### src/sv/mabsg_pkg.sv
package mabsg_pkg;

  localparam int MAX_AXES = 8;

  typedef enum logic [1:0] {
    CMD_LOAD  = 2'd0,
    CMD_TICK  = 2'd1,
    CMD_BEGIN = 2'd2
  } cmd_t;

  typedef enum logic [1:0] {
    CFG_STEP_INV = 2'd0,
    CFG_DIR_INV  = 2'd1,
    CFG_SYNC     = 2'd2
  } cfg_idx_t;

  localparam int FLAG_SKIP   = 0;
  localparam int FLAG_CRUISE = 1;

  localparam int HDR_EVENT = 0;
  localparam int HDR_DIR   = 1;
  localparam int HDR_LINE  = 2;
  localparam int HDR_SEQ   = 3;
  localparam int HDR_WORDS = 4;

  typedef struct packed {
    logic        upd;
    logic        load;
    logic        skip;
    logic [31:0] event_count;
  } lane_ctrl_t;

endpackage

### src/sv/mabsg_axis.sv
module mabsg_axis (
  input  logic                   clk,
  input  logic                   rst_n,
  input  mabsg_pkg::lane_ctrl_t  ctrl,
  input  logic                   dir,
  input  logic [31:0]            pending_steps,
  output logic                   step,
  output logic signed [31:0]     position_nxt
);

  logic [31:0]        steps_r, steps_nxt;
  logic [31:0]        counter_r, counter_nxt;
  logic signed [31:0] position_r;
  logic [31:0]        steps_eff;
  logic [31:0]        base;
  logic [31:0]        sum;
  logic               hit;

  always_comb begin
    steps_eff = ctrl.load ? pending_steps : steps_r;
    base      = ctrl.load ? ctrl.event_count : counter_r;
    sum       = base + steps_eff;
    hit       = sum > ctrl.event_count;
    step      = ctrl.upd && hit;

    steps_nxt    = steps_r;
    counter_nxt  = counter_r;
    position_nxt = position_r;
    if (ctrl.upd) begin
      if (ctrl.load) begin
        steps_nxt = pending_steps;
      end
      counter_nxt = hit ? (sum - ctrl.event_count) : sum;
      if (hit && !ctrl.skip) begin
        position_nxt = dir ? (position_r - 32'sd1) : (position_r + 32'sd1);
      end
    end
  end

  always_ff @(posedge clk) begin
    if (!rst_n) begin
      steps_r    <= '0;
      counter_r  <= '0;
      position_r <= '0;
    end else begin
      steps_r    <= steps_nxt;
      counter_r  <= counter_nxt;
      position_r <= position_nxt;
    end
  end

endmodule

### src/sv/multi_axis_bresenham_step_generator_core.sv
// Bresenham step generator for up to AXES stepper axes. Every transaction on the input
// channel is one command: load a pending block word, a step tick, or begin motion, and it
// yields exactly one result transaction in the cycle after it is accepted. One transaction is
// accepted per clock cycle; in_ready drops only while the output register holds a result
// that out_ready does not take. The per-axis lanes add, compare and subtract their
// counters combinationally in the accepting cycle. Configuration writes are accepted
// at any time (cfg_ready is always high) and belong to idle periods.
module multi_axis_bresenham_step_generator_core #(
  parameter int AXES = 6
) (
  input  logic               clk,
  input  logic               rst_n,

  input  logic               cfg_valid,
  output logic               cfg_ready,
  input  logic [1:0]         cfg_index,
  input  logic [7:0]         cfg_data,

  input  logic               in_valid,
  output logic               in_ready,
  input  logic [1:0]         in_cmd,
  input  logic [3:0]         in_word_index,
  input  logic [31:0]        in_word_value,
  input  logic               in_seg_available,
  input  logic               in_new_block,
  input  logic [15:0]        in_segment_steps,
  input  logic [15:0]        in_timer_delay,
  input  logic [1:0]         in_segment_flags,
  input  logic [15:0]        in_spindle_delay,

  output logic               out_valid,
  input  logic               out_ready,
  output logic [7:0]         out_step_levels,
  output logic [7:0]         out_dir_bits,
  output logic               out_dir_update,
  output logic [15:0]        out_timer_period,
  output logic               out_timer_update,
  output logic               out_segment_done,
  output logic               out_running,
  output logic [31:0]        out_line_number,
  output logic [31:0]        out_seq_number,
  output logic [31:0]        out_last_sequence,
  output logic signed [31:0] out_axis_position
);

  localparam logic [4:0] AXES_W = 5'(AXES);

  // Configuration registers.
  logic [7:0] step_inv_r;
  logic [7:0] dir_inv_r;
  logic       sync_r;

  assign cfg_ready = 1'b1;

  always_ff @(posedge clk) begin
    if (!rst_n) begin
      step_inv_r <= '0;
      dir_inv_r  <= '0;
      sync_r     <= 1'b0;
    end else if (cfg_valid) begin
      case (mabsg_pkg::cfg_idx_t'(cfg_index))
        mabsg_pkg::CFG_STEP_INV: step_inv_r <= cfg_data;
        mabsg_pkg::CFG_DIR_INV:  dir_inv_r  <= cfg_data;
        mabsg_pkg::CFG_SYNC:     sync_r     <= cfg_data[0];
        default: ;
      endcase
    end
  end

  logic acc;
  logic out_valid_r;
  assign in_ready = !out_valid_r || out_ready;
  assign acc      = in_valid && in_ready;

  // Pending block store, written by load commands; each entry is read at a fixed place.
  logic [31:0] pend_steps_r [AXES];
  logic [31:0] hdr_r [mabsg_pkg::HDR_WORDS];
  logic        is_load;

  assign is_load = acc && (mabsg_pkg::cmd_t'(in_cmd) == mabsg_pkg::CMD_LOAD);

  always_ff @(posedge clk) begin
    if (is_load) begin
      for (int i = 0; i < AXES; i++) begin
        if (in_word_index == 4'(i)) begin
          pend_steps_r[i] <= in_word_value;
        end
      end
      for (int k = 0; k < mabsg_pkg::HDR_WORDS; k++) begin
        if (in_word_index == 4'(AXES + k)) begin
          hdr_r[k] <= in_word_value;
        end
      end
    end
  end

  // Control state.
  logic [31:0] evt_r, evt_nxt;
  logic [7:0]  adir_r, adir_nxt;
  logic [15:0] ticks_r, ticks_nxt;
  logic        seg_run_r, seg_run_nxt;
  logic [1:0]  flags_r, flags_nxt;
  logic [7:0]  step_r, step_nxt;
  logic [7:0]  dir_r, dir_nxt;
  logic        dir_wr_r, dir_wr_nxt;
  logic        motion_r, motion_nxt;
  logic [31:0] line_r, line_nxt;
  logic [31:0] seq_r, seq_nxt;
  logic [31:0] last_r, last_nxt;

  logic        tick_act, take, load_blk, shut, upd;
  logic [1:0]  flags_eff;
  logic [7:0]  adir_eff;
  logic [15:0] ticks_eff;
  logic [31:0] evt_eff;

  logic [7:0]  o_step;
  logic        o_dirupd;
  logic [15:0] o_period;
  logic        o_tupd;
  logic        o_done;

  logic [AXES-1:0]                lane_step;
  logic [mabsg_pkg::MAX_AXES-1:0] bits8;
  logic signed [31:0]             lane_pos [AXES];
  logic signed [31:0]             pos_sel;
  mabsg_pkg::lane_ctrl_t          lane_ctrl;

  assign tick_act  = acc && (mabsg_pkg::cmd_t'(in_cmd) == mabsg_pkg::CMD_TICK) && motion_r;
  assign take      = tick_act && !seg_run_r && in_seg_available;
  assign load_blk  = take && in_new_block;
  assign shut      = tick_act && !seg_run_r && !in_seg_available;
  assign upd       = tick_act && !shut;
  assign flags_eff = take ? in_segment_flags : flags_r;
  assign adir_eff  = load_blk ? hdr_r[mabsg_pkg::HDR_DIR][7:0] : adir_r;
  assign ticks_eff = take ? in_segment_steps : ticks_r;
  assign evt_eff   = load_blk ? hdr_r[mabsg_pkg::HDR_EVENT] : evt_r;

  assign lane_ctrl.upd         = upd;
  assign lane_ctrl.load        = load_blk;
  assign lane_ctrl.skip        = flags_eff[mabsg_pkg::FLAG_SKIP];
  assign lane_ctrl.event_count = evt_eff;

  for (genvar g = 0; g < AXES; g++) begin : g_axis
    mabsg_axis u_axis (
      .clk           (clk),
      .rst_n         (rst_n),
      .ctrl          (lane_ctrl),
      .dir           (adir_eff[g]),
      .pending_steps (pend_steps_r[g]),
      .step          (lane_step[g]),
      .position_nxt  (lane_pos[g])
    );
  end

  assign bits8 = mabsg_pkg::MAX_AXES'(lane_step);

  always_comb begin
    pos_sel = '0;
    for (int i = 0; i < AXES; i++) begin
      if (in_word_index == 4'(i)) begin
        pos_sel = lane_pos[i];
      end
    end
  end

  always_comb begin
    evt_nxt     = evt_r;
    adir_nxt    = adir_r;
    ticks_nxt   = ticks_r;
    seg_run_nxt = seg_run_r;
    flags_nxt   = flags_r;
    step_nxt    = step_r;
    dir_nxt     = dir_r;
    dir_wr_nxt  = dir_wr_r;
    motion_nxt  = motion_r;
    line_nxt    = line_r;
    seq_nxt     = seq_r;
    last_nxt    = last_r;
    o_step      = '0;
    o_dirupd    = 1'b0;
    o_period    = '0;
    o_tupd      = 1'b0;
    o_done      = 1'b0;

    if (acc) begin
      case (mabsg_pkg::cmd_t'(in_cmd))
        mabsg_pkg::CMD_BEGIN: begin
          if (!motion_r) begin
            motion_nxt = 1'b1;
            step_nxt   = step_inv_r;
          end
        end
        mabsg_pkg::CMD_TICK: begin
          if (motion_r) begin
            if (!dir_wr_r) begin
              o_dirupd   = 1'b1;
              dir_wr_nxt = 1'b1;
            end
            o_step = step_r;
            if (take) begin
              o_period    = in_timer_delay;
              o_tupd      = 1'b1;
              flags_nxt   = in_segment_flags;
              seg_run_nxt = 1'b1;
              if (load_blk) begin
                dir_wr_nxt = 1'b0;
                line_nxt   = hdr_r[mabsg_pkg::HDR_LINE];
                last_nxt   = seq_r;
                seq_nxt    = hdr_r[mabsg_pkg::HDR_SEQ];
                evt_nxt    = hdr_r[mabsg_pkg::HDR_EVENT];
                adir_nxt   = hdr_r[mabsg_pkg::HDR_DIR][7:0];
              end
              dir_nxt = adir_eff ^ dir_inv_r;
            end
            if (shut) begin
              motion_nxt = 1'b0;
              last_nxt   = seq_r;
              seq_nxt    = '0;
              dir_wr_nxt = 1'b0;
              step_nxt   = '0;
            end else begin
              ticks_nxt = ticks_eff - 16'd1;
              if (sync_r && flags_eff[mabsg_pkg::FLAG_CRUISE] &&
                  (in_spindle_delay != 16'd0)) begin
                o_period = in_spindle_delay;
                o_tupd   = 1'b1;
              end
              if (ticks_nxt == 16'd0) begin
                seg_run_nxt = 1'b0;
                o_done      = 1'b1;
              end
              step_nxt = bits8 ^ step_inv_r;
            end
          end
        end
        default: ;
      endcase
    end
  end

  always_ff @(posedge clk) begin
    if (!rst_n) begin
      evt_r     <= '0;
      adir_r    <= '0;
      ticks_r   <= '0;
      seg_run_r <= 1'b0;
      flags_r   <= '0;
      step_r    <= '0;
      dir_r     <= '0;
      dir_wr_r  <= 1'b0;
      motion_r  <= 1'b0;
      line_r    <= '0;
      seq_r     <= '0;
      last_r    <= '0;
    end else begin
      evt_r     <= evt_nxt;
      adir_r    <= adir_nxt;
      ticks_r   <= ticks_nxt;
      seg_run_r <= seg_run_nxt;
      flags_r   <= flags_nxt;
      step_r    <= step_nxt;
      dir_r     <= dir_nxt;
      dir_wr_r  <= dir_wr_nxt;
      motion_r  <= motion_nxt;
      line_r    <= line_nxt;
      seq_r     <= seq_nxt;
      last_r    <= last_nxt;
    end
  end

  // Result register.
  logic [7:0]         res_step_r;
  logic [7:0]         res_dir_r;
  logic               res_dirupd_r;
  logic [15:0]        res_period_r;
  logic               res_tupd_r;
  logic               res_done_r;
  logic               res_run_r;
  logic [31:0]        res_line_r;
  logic [31:0]        res_seq_r;
  logic [31:0]        res_last_r;
  logic signed [31:0] res_pos_r;

  always_ff @(posedge clk) begin
    if (!rst_n) begin
      out_valid_r <= 1'b0;
    end else if (acc) begin
      out_valid_r <= 1'b1;
    end else if (out_ready) begin
      out_valid_r <= 1'b0;
    end
  end

  always_ff @(posedge clk) begin
    if (acc) begin
      res_step_r   <= o_step;
      res_dir_r    <= dir_nxt;
      res_dirupd_r <= o_dirupd;
      res_period_r <= o_period;
      res_tupd_r   <= o_tupd;
      res_done_r   <= o_done;
      res_run_r    <= motion_nxt;
      res_line_r   <= line_nxt;
      res_seq_r    <= seq_nxt;
      res_last_r   <= last_nxt;
      res_pos_r    <= ({1'b0, in_word_index} < AXES_W) ? pos_sel : 32'sd0;
    end
  end

  assign out_valid         = out_valid_r;
  assign out_step_levels   = res_step_r;
  assign out_dir_bits      = res_dir_r;
  assign out_dir_update    = res_dirupd_r;
  assign out_timer_period  = res_period_r;
  assign out_timer_update  = res_tupd_r;
  assign out_segment_done  = res_done_r;
  assign out_running       = res_run_r;
  assign out_line_number   = res_line_r;
  assign out_seq_number    = res_seq_r;
  assign out_last_sequence = res_last_r;
  assign out_axis_position = res_pos_r;

endmodule

### config.mk
export PLATFORM = sky130hd
export DESIGN_NAME = multi_axis_bresenham_step_generator_core
export DESIGN_NICKNAME = d
export VERILOG_FILES = /design/src/sv/mabsg_pkg.sv /design/src/sv/mabsg_axis.sv /design/src/sv/multi_axis_bresenham_step_generator_core.sv
export SDC_FILE = /design/constraint.sdc
export NUM_CORES = 2
export LEC_CHECK = 0
export ABC_CLOCK_PERIOD_IN_PS = 11750
export BUFFER_PORTS_ARGS = -buffer_cell sky130_fd_sc_hd__buf_2
export CAP_MARGIN = 25
export CORE_ASPECT_RATIO = 1.5
export CORE_MARGIN = 5
export CORE_UTILIZATION = 50
export CTS_CLUSTER_DIAMETER = 60
export CTS_CLUSTER_SIZE = 28
export DETAILED_ROUTE_END_ITERATION = 16
export PLACE_DENSITY_LB_ADDON = 0.3
export SLEW_MARGIN = 25
export SYNTH_ARGS = -nofsm -noshare
export SYNTH_HDL_FRONTEND = slang
export SYNTH_SLANG_ARGS = --single-unit
### constraint.sdc
create_clock -name clk -period 11.75 [get_ports clk]
set_clock_uncertainty 0.15 [all_clocks]
set_input_delay 1.7625 -clock clk [delete_from_list [all_inputs] [get_ports clk]]
set_output_delay 1.7625 -clock clk [all_outputs]
set_load 0.01 [all_outputs]
======== Word-level counts from Yosys, hierarchy flattened ========
Memories as Yosys holds them, arrays and structs flattened.
Cells that the tools add are included.
word-level totals
  latch bits .............................. 0
  memories kept ........................... 2
  register bits ........................... 931
  logic and storage cells ................. 297
  output and inout port bits .............. 167
  bits in writable memories ............... 320
  memory bits (read-only) ................. 0
operators by class
  $add $sub $neg .......................... 25
  reductions and logical operators ........ 53
  mux-type cells .......................... 145
  div/mod/pow operators ................... 0
  $lt $le $gt $ge ......................... 7
  shifts and indexed selects .............. 0
  equality and inequality tests ........... 15
  bitwise gates (word level) .............. 5
  $mul .................................... 0
memory list
  name          words  width  rd ports  clocked after Yosys merged registers in  wr ports  RTL line                                        text
  pend_steps_r  6      32     6         0                                        1         multi_axis_bresenham_step_generator_core.sv:76  logic [31:0] pend_steps_r [AXES];
  hdr_r         4      32     4         0                                        1         multi_axis_bresenham_step_generator_core.sv:77  logic [31:0] hdr_r [mabsg_pkg::HDR_WORDS];
operators with widths
  cell                   count
  $mux 32                68
  $reduce_or 32->1       8
  $add 32x2->32 const B  6
  $add 32x32->32         6
  $gt 32x32->1           6
  $sub 32x2->32 const B  6
  $sub 32x32->32         6
  $mux 16                4
  $mux 8                 8
  $mux 1                 54
  $logic_and 1x1->1      23
  $eq 4x3->1 const B     4
  $logic_not 16->1       1
  $pmux 8 s2             1
  $reduce_bool 16->1     1
  $sub 16x1->16 const B  1
  $mux 3                 5
  $reduce_and 4->1       3
  $eq 4x2->1 const B     2
  $eq 4x4->1 const B     2
  $mux 2                 4
  $reduce_and 2->1       4
  $xor 6x8->8            1
  $xor 8x8->8            1
  other kinds (14)       25

======== Longest topological paths before layout ========
  depth in word-level cells ............... 21
  gate-level depth with buffers ........... 41

======== Modules after synthesis ========
A second synthesis with hierarchy kept.
unflattened totals
  cells, all modules ...................... 9043
  area total of the unflattened synthesis .. 80569.8 µm²
modules (own cells, without submodules)
  module                                    cells each  sequential area each (µm²)  times used  area each (µm²)
  multi_axis_bresenham_step_generator_core  1674        17636.9                     1           23538.8
  mabsg_axis at g_axis[0].u_axis ...        1273        1921.8                      2           9699.3
  mabsg_axis at g_axis[3].u_axis ...        1182        1921.8                      2           9317.7
  mabsg_axis at g_axis[2].u_axis            1251        1921.8                      1           9645.5
  mabsg_axis at g_axis[5].u_axis            1208        1921.8                      1           9351.5

======== Least setup slack after synthesis ========
No wires, ideal clock.
  kind .................................... in2reg
  from .................................... input port out_ready
  to ...................................... memory hdr_r[2][0] (enable)
  library setup time ...................... 0.461 ns
  path buffers ............................ 1
  stages on the path ...................... 5
  slack ................................... 0.735 ns
  arrival ................................. 10.404 ns
  cells stage by stage .................... nand2b_1 and2_1 clkbuf_1 nand2_1 nor3_1
on the way
  word-level cells in the longest chain between the ends .. 9
  elaborated cells on any way between the ends .. 20
  classes of those cells .................. mux: 14; reduce/logical: 6
ends and longest elaborated chain
  item                                                                   RTL line                                        text
  start: declaration                                                     multi_axis_bresenham_step_generator_core.sv:32  input logic out_ready,
  $logic_or 1x1->1 *                                                     multi_axis_bresenham_step_generator_core.sv:72  assign in_ready = !out_valid_r || out_ready;
  $logic_and 1x1->1 *                                                    multi_axis_bresenham_step_generator_core.sv:73  assign acc = in_valid && in_ready;
  via acc                                                                multi_axis_bresenham_step_generator_core.sv:70  logic acc;
  $logic_and 1x1->1 *                                                    multi_axis_bresenham_step_generator_core.sv:80  assign is_load = acc && (mabsg_pkg::cmd_t'(in_cmd) == mabsg_pkg::CMD_LOAD);
  $mux 1                                                                 multi_axis_bresenham_step_generator_core.sv:83  if (is_load) begin
  $mux 1 (not written as such)                                           multi_axis_bresenham_step_generator_core.sv:91  hdr_r[k] <= in_word_value;
  $reduce_or 32->1 (no source line)                                      --
  $mux 2 (no source line) / $mux 1 (equally long branches) (3 in a row)  --
  end: declaration                                                       multi_axis_bresenham_step_generator_core.sv:77
Mark *: on every way through the listed nets, which the timed path passes. The rest lies on a longest branch.

======== Worst setup path in the final report ========
  from .................................... input port in_cmd[1]
  to ...................................... register res_pos_r[4] (netlist: out_axis_position[4]), data pin
on the way
  word-level cells in the longest chain between the ends .. 19
  elaborated cells on any way between the ends .. 67
  classes of those cells .................. add/sub: 6; order compare: 6; eq/ne: 1; mux: 39; reduce/logical: 15
ends and longest elaborated chain
  item                              RTL line                                                                                          text
  start: declaration                multi_axis_bresenham_step_generator_core.sv:21                                                    input logic [1:0] in_cmd,
  $eq 2x1->1 *                      multi_axis_bresenham_step_generator_core.sv:129                                                   assign tick_act = acc && (mabsg_pkg::cmd_t'(in_cmd) == mabsg_pkg::CMD_TICK) && motion_r;
  $logic_and 1x1->1 * (2 in a row)  multi_axis_bresenham_step_generator_core.sv:129
  $logic_and 1x1->1                 multi_axis_bresenham_step_generator_core.sv:130, multi_axis_bresenham_step_generator_core.sv:132
  $logic_and 1x1->1                 multi_axis_bresenham_step_generator_core.sv:130                                                   assign take = tick_act && !seg_run_r && in_seg_available;
  $logic_and 1x1->1                 multi_axis_bresenham_step_generator_core.sv:131                                                   assign load_blk = take && in_new_block;
  $mux 32                           --
  $mux 32                           mabsg_axis.sv:21                                                                                  base = ctrl.load ? ctrl.event_count : counter_r;
  $add 32x32->32                    mabsg_axis.sv:22                                                                                  sum = base + steps_eff;
  $gt 32x32->1                      mabsg_axis.sv:23                                                                                  hit = sum > ctrl.event_count;
  $logic_and 1x1->1                 mabsg_axis.sv:34                                                                                  if (hit && !ctrl.skip) begin
  $mux 32                           mabsg_axis.sv:34
  $mux 32                           mabsg_axis.sv:29                                                                                  if (ctrl.upd) begin
  $mux 32 (5 in a row)              multi_axis_bresenham_step_generator_core.sv:161                                                   if (in_word_index == 4'(i)) begin
  $mux 32 *                         multi_axis_bresenham_step_generator_core.sv:161
  end signal: assignment            multi_axis_bresenham_step_generator_core.sv:307                                                   res_pos_r <= ({1'b0, in_word_index} < AXES_W) ? pos_sel : 32'sd0;
  end: declaration                  multi_axis_bresenham_step_generator_core.sv:283                                                   logic signed [31:0] res_pos_r;
Mark *: on every way between the ends. The rest lies on a longest branch, timed or not.
A chain may end at the register's enable or synchronous reset.

==> metrics.txt <==
peak per-stage delay on the critical path=0.76 ns; Worst Setup Start Kind=input port; total number of yosys warnings=0; critical setup path kind=input port to flop; die span in y=481 um; fin area=81,400 um^2; Hold Buf Count CTS=0; antenna-violating nets left=0; Cells after DPL=10,700; Setup Buffers After CTS=0; setup TNS=0 ns; Sink Count=1,227; Final Max Slew Viols=0; DRT iter0 DRCs=5,262; RSZ-0062 raised after global routing=false; Post-Syn Area=73,800 um^2; f_max=0.0898 GHz; min Tclk post-route=11.14 ns; final cell count without fillers=10,900; initial antenna violation count=24; DIE AREA=156,000 um^2; All-Layer GR Usage=33.2%; sw frac=29.7%; Critical Path End Type=flop; final core occ=55.6%; actual slew at the worst max-slew pin=1.20 ns; pin count of the biggest net entering global routing=159; WL per Instance=24.6 um; share of cells above drive strength 1=8.11%; Fin. Hold Viols=0; FP Rows=172; CP arrival=11.47 ns; grt total ovfl=0; CTS-repair resized insts=0; Post-synth EDFFs=460; most common cell in the netlist=nand2_1; drt pass-1 iters=6; syn_nets=9,354; cell taking the most area after synthesis=dfxtp_1; pre-CTS setup slack=0.262 ns; Bufs on Longest Clock Path=3; Relative slew margins=19.2%; worst min-delay path category=flop to flop; unique cell type count in the Yosys netlist=91; Yosys reg bits=1,227; CTS Buf Count=88; Cells after Synth=8,668; fillers=13,300; ys async rst share=0%; reg2reg path depth=30; WHS Path Cells=2; Crit Reg-Reg Startpoint=motion_r; switching power=2.78 mW; Worst-path clk slew=0.09 ns; commonest cells in the netlist=1,654 x nand2_1, 950 x a21oi_1, 794 x nor2_1; clk_lat worst skew=0.78 ns; Slowest cell on crit path=a211oi_1; Fin Hold WS=0.310 ns; synthesized area per cell=8.52 um^2; routed vias=66,300; crit path max fanout=73; Worst R2R End=out_axis_position[4]; CTS tree=done; clock network power share=38.5%; placed instance area=77,900 um^2; Power Density=115 nW/um^2; DP Wirelength=198 mm; share of power burned in registers=47.8%; worst endpoint required time=12.08 ns; global-route wire length before repair=391 mm; total power=9.35 mW; reg-to-reg slack, setup=1.49 ns; top post-synthesis cells by area=dfxtp_1 21%, edfxtp_1 19%, ha_1 9.5%, nand2_1 8.4%, a21oi_1 6.4%; max-cap violations=0; final setup violating endpoints=0; post-synth top area share=20.8%; routed vias/inst=6.10; Logic pwr share=13.6%; DRT Wirelength=267 mm; port buffer count=270; top_reg_cell synth=dfxtp_1; post-synthesis sequential area ratio=39.5%; Final GP Congestion=1.03; die width=324 um; Core Area=147,000 um^2; leakage power=35.9 nW; hold path endpoint=ticks_r[10]; Hold Startpoint=ticks_r[10]; Top Ports=272; outcome=finished, final reports clean; # H-tree levels=3; post-route worst setup slack=0.609 ns; number of global-route vias before repair=64,200; # nets final=9,539; DRC=0; Area growth, synth to finish=10.3%; Clock Tree Root=clkbuf_16; Starting Density=50.4%; Int Power=6.57 mW; worst IR drop on VDD=127 uV; most frequent CP cell=buf_4; final period utilization=94.8%
## critical path, delay by kind of cell
family                   cells  cell delay, ns
AO/OA/AOI/OAI               11            3.23
XOR/XNOR                     1            0.12
adder cells (fa/ha/maj)      3            0.86
buffers and inverters        7            1.51
multiplexers                 1            0.21
AND/OR/NAND/NOR             11            3.64
## registers in the layout, indices dropped and copies added (netlist names), 16 cells and up
name                      cells
out_last_sequence            32
g_axis.u_axis.counter_r     192
out_seq_number               32
ticks_r                      16
out_timer_period             16
out_line_number              32
evt_r                        32
seq_r                        32
g_axis.u_axis.position_r    192
line_r                       32
out_axis_position            32
g_axis.u_axis.steps_r       192
hdr_r                       104
pend_steps_r                192
last_r                       32
## cells in the final DEF, fill, tap and decap left out, types with 161 or more instances in the layout
cell type and count:
buf_2 269, inv_1 161, xnor2_1 325, buf_4 173, edfxtp_1 460, dfxtp_1 767, xor2_1 192, a21oi_1 949
o21ai_0 416, nor2_1 785, ha_1 563, a21o_1 241, nand2_1 1653
## power by group through the flow
stage          sequential, mW  clock (mW)  combinational, mW
3_5_place_dp             4.57           0               1.24
5_1_grt                  4.48        3.81               1.35
2_1_floorplan            4.58           0              0.788
4_1_cts                  4.47        3.66               1.25
3_3_place_gp             4.57           0               1.23
6_report                 4.47        3.60               1.27
## per-layer routing
layer	up-vias	part of all wire (%)	track usage (%)
li1	31300	-	-
met1	31400	35	34.3
met2	2545	47	55.7
met3	1002	6.4	5.93
met4	12	12	32.7
met5	-	0.054	0
## cell families (layout without fill, tap and decap cells)
group	Yosys count	count (layout)	synth area share [%]
compound gates	2455	2455	20.8
xor+xnor	517	517	6.13
fa+ha+maj	581	581	10.0
buf+inv	524	785	2.74
flops	1227	1227	39.5
mux	147	147	2.08
other cells	1	18	0.00508
simple gates	3216	3216	18.7
## layout make-up
class / count / area, um^2 / area share (%)
Multi-Input combinational cell: 6917 / 42900 / 52.6
Timing Repair Buffer: 455 / 2920 / 3.59
Clock buffer: 97 / 2270 / 2.78
Sequential cell: 1227 / 29200 / 35.8
Clock inverter: 69 / 1140 / 1.40
Tap cell: 1914 / 2390 / 2.94
Inverter: 164 / 623 / 0.765
Antenna cell: 17 / 42.5 / 0.0522
## worst max path at each step
stage	startpoint	to	depth (start not counted)
after global routing	in_cmd[1]	out_axis_position[4]	34
after global placement	in_cmd[1]	out_axis_position[4]	34
after floorplan	out_ready	hdr_r[2][0]	5
final	in_cmd[1]	out_axis_position[4]	34
after detailed placement	in_cmd[1]	out_axis_position[25]	36
after CTS	in_cmd[1]	out_axis_position[25]	36
(Power assumes the default switching activity.)
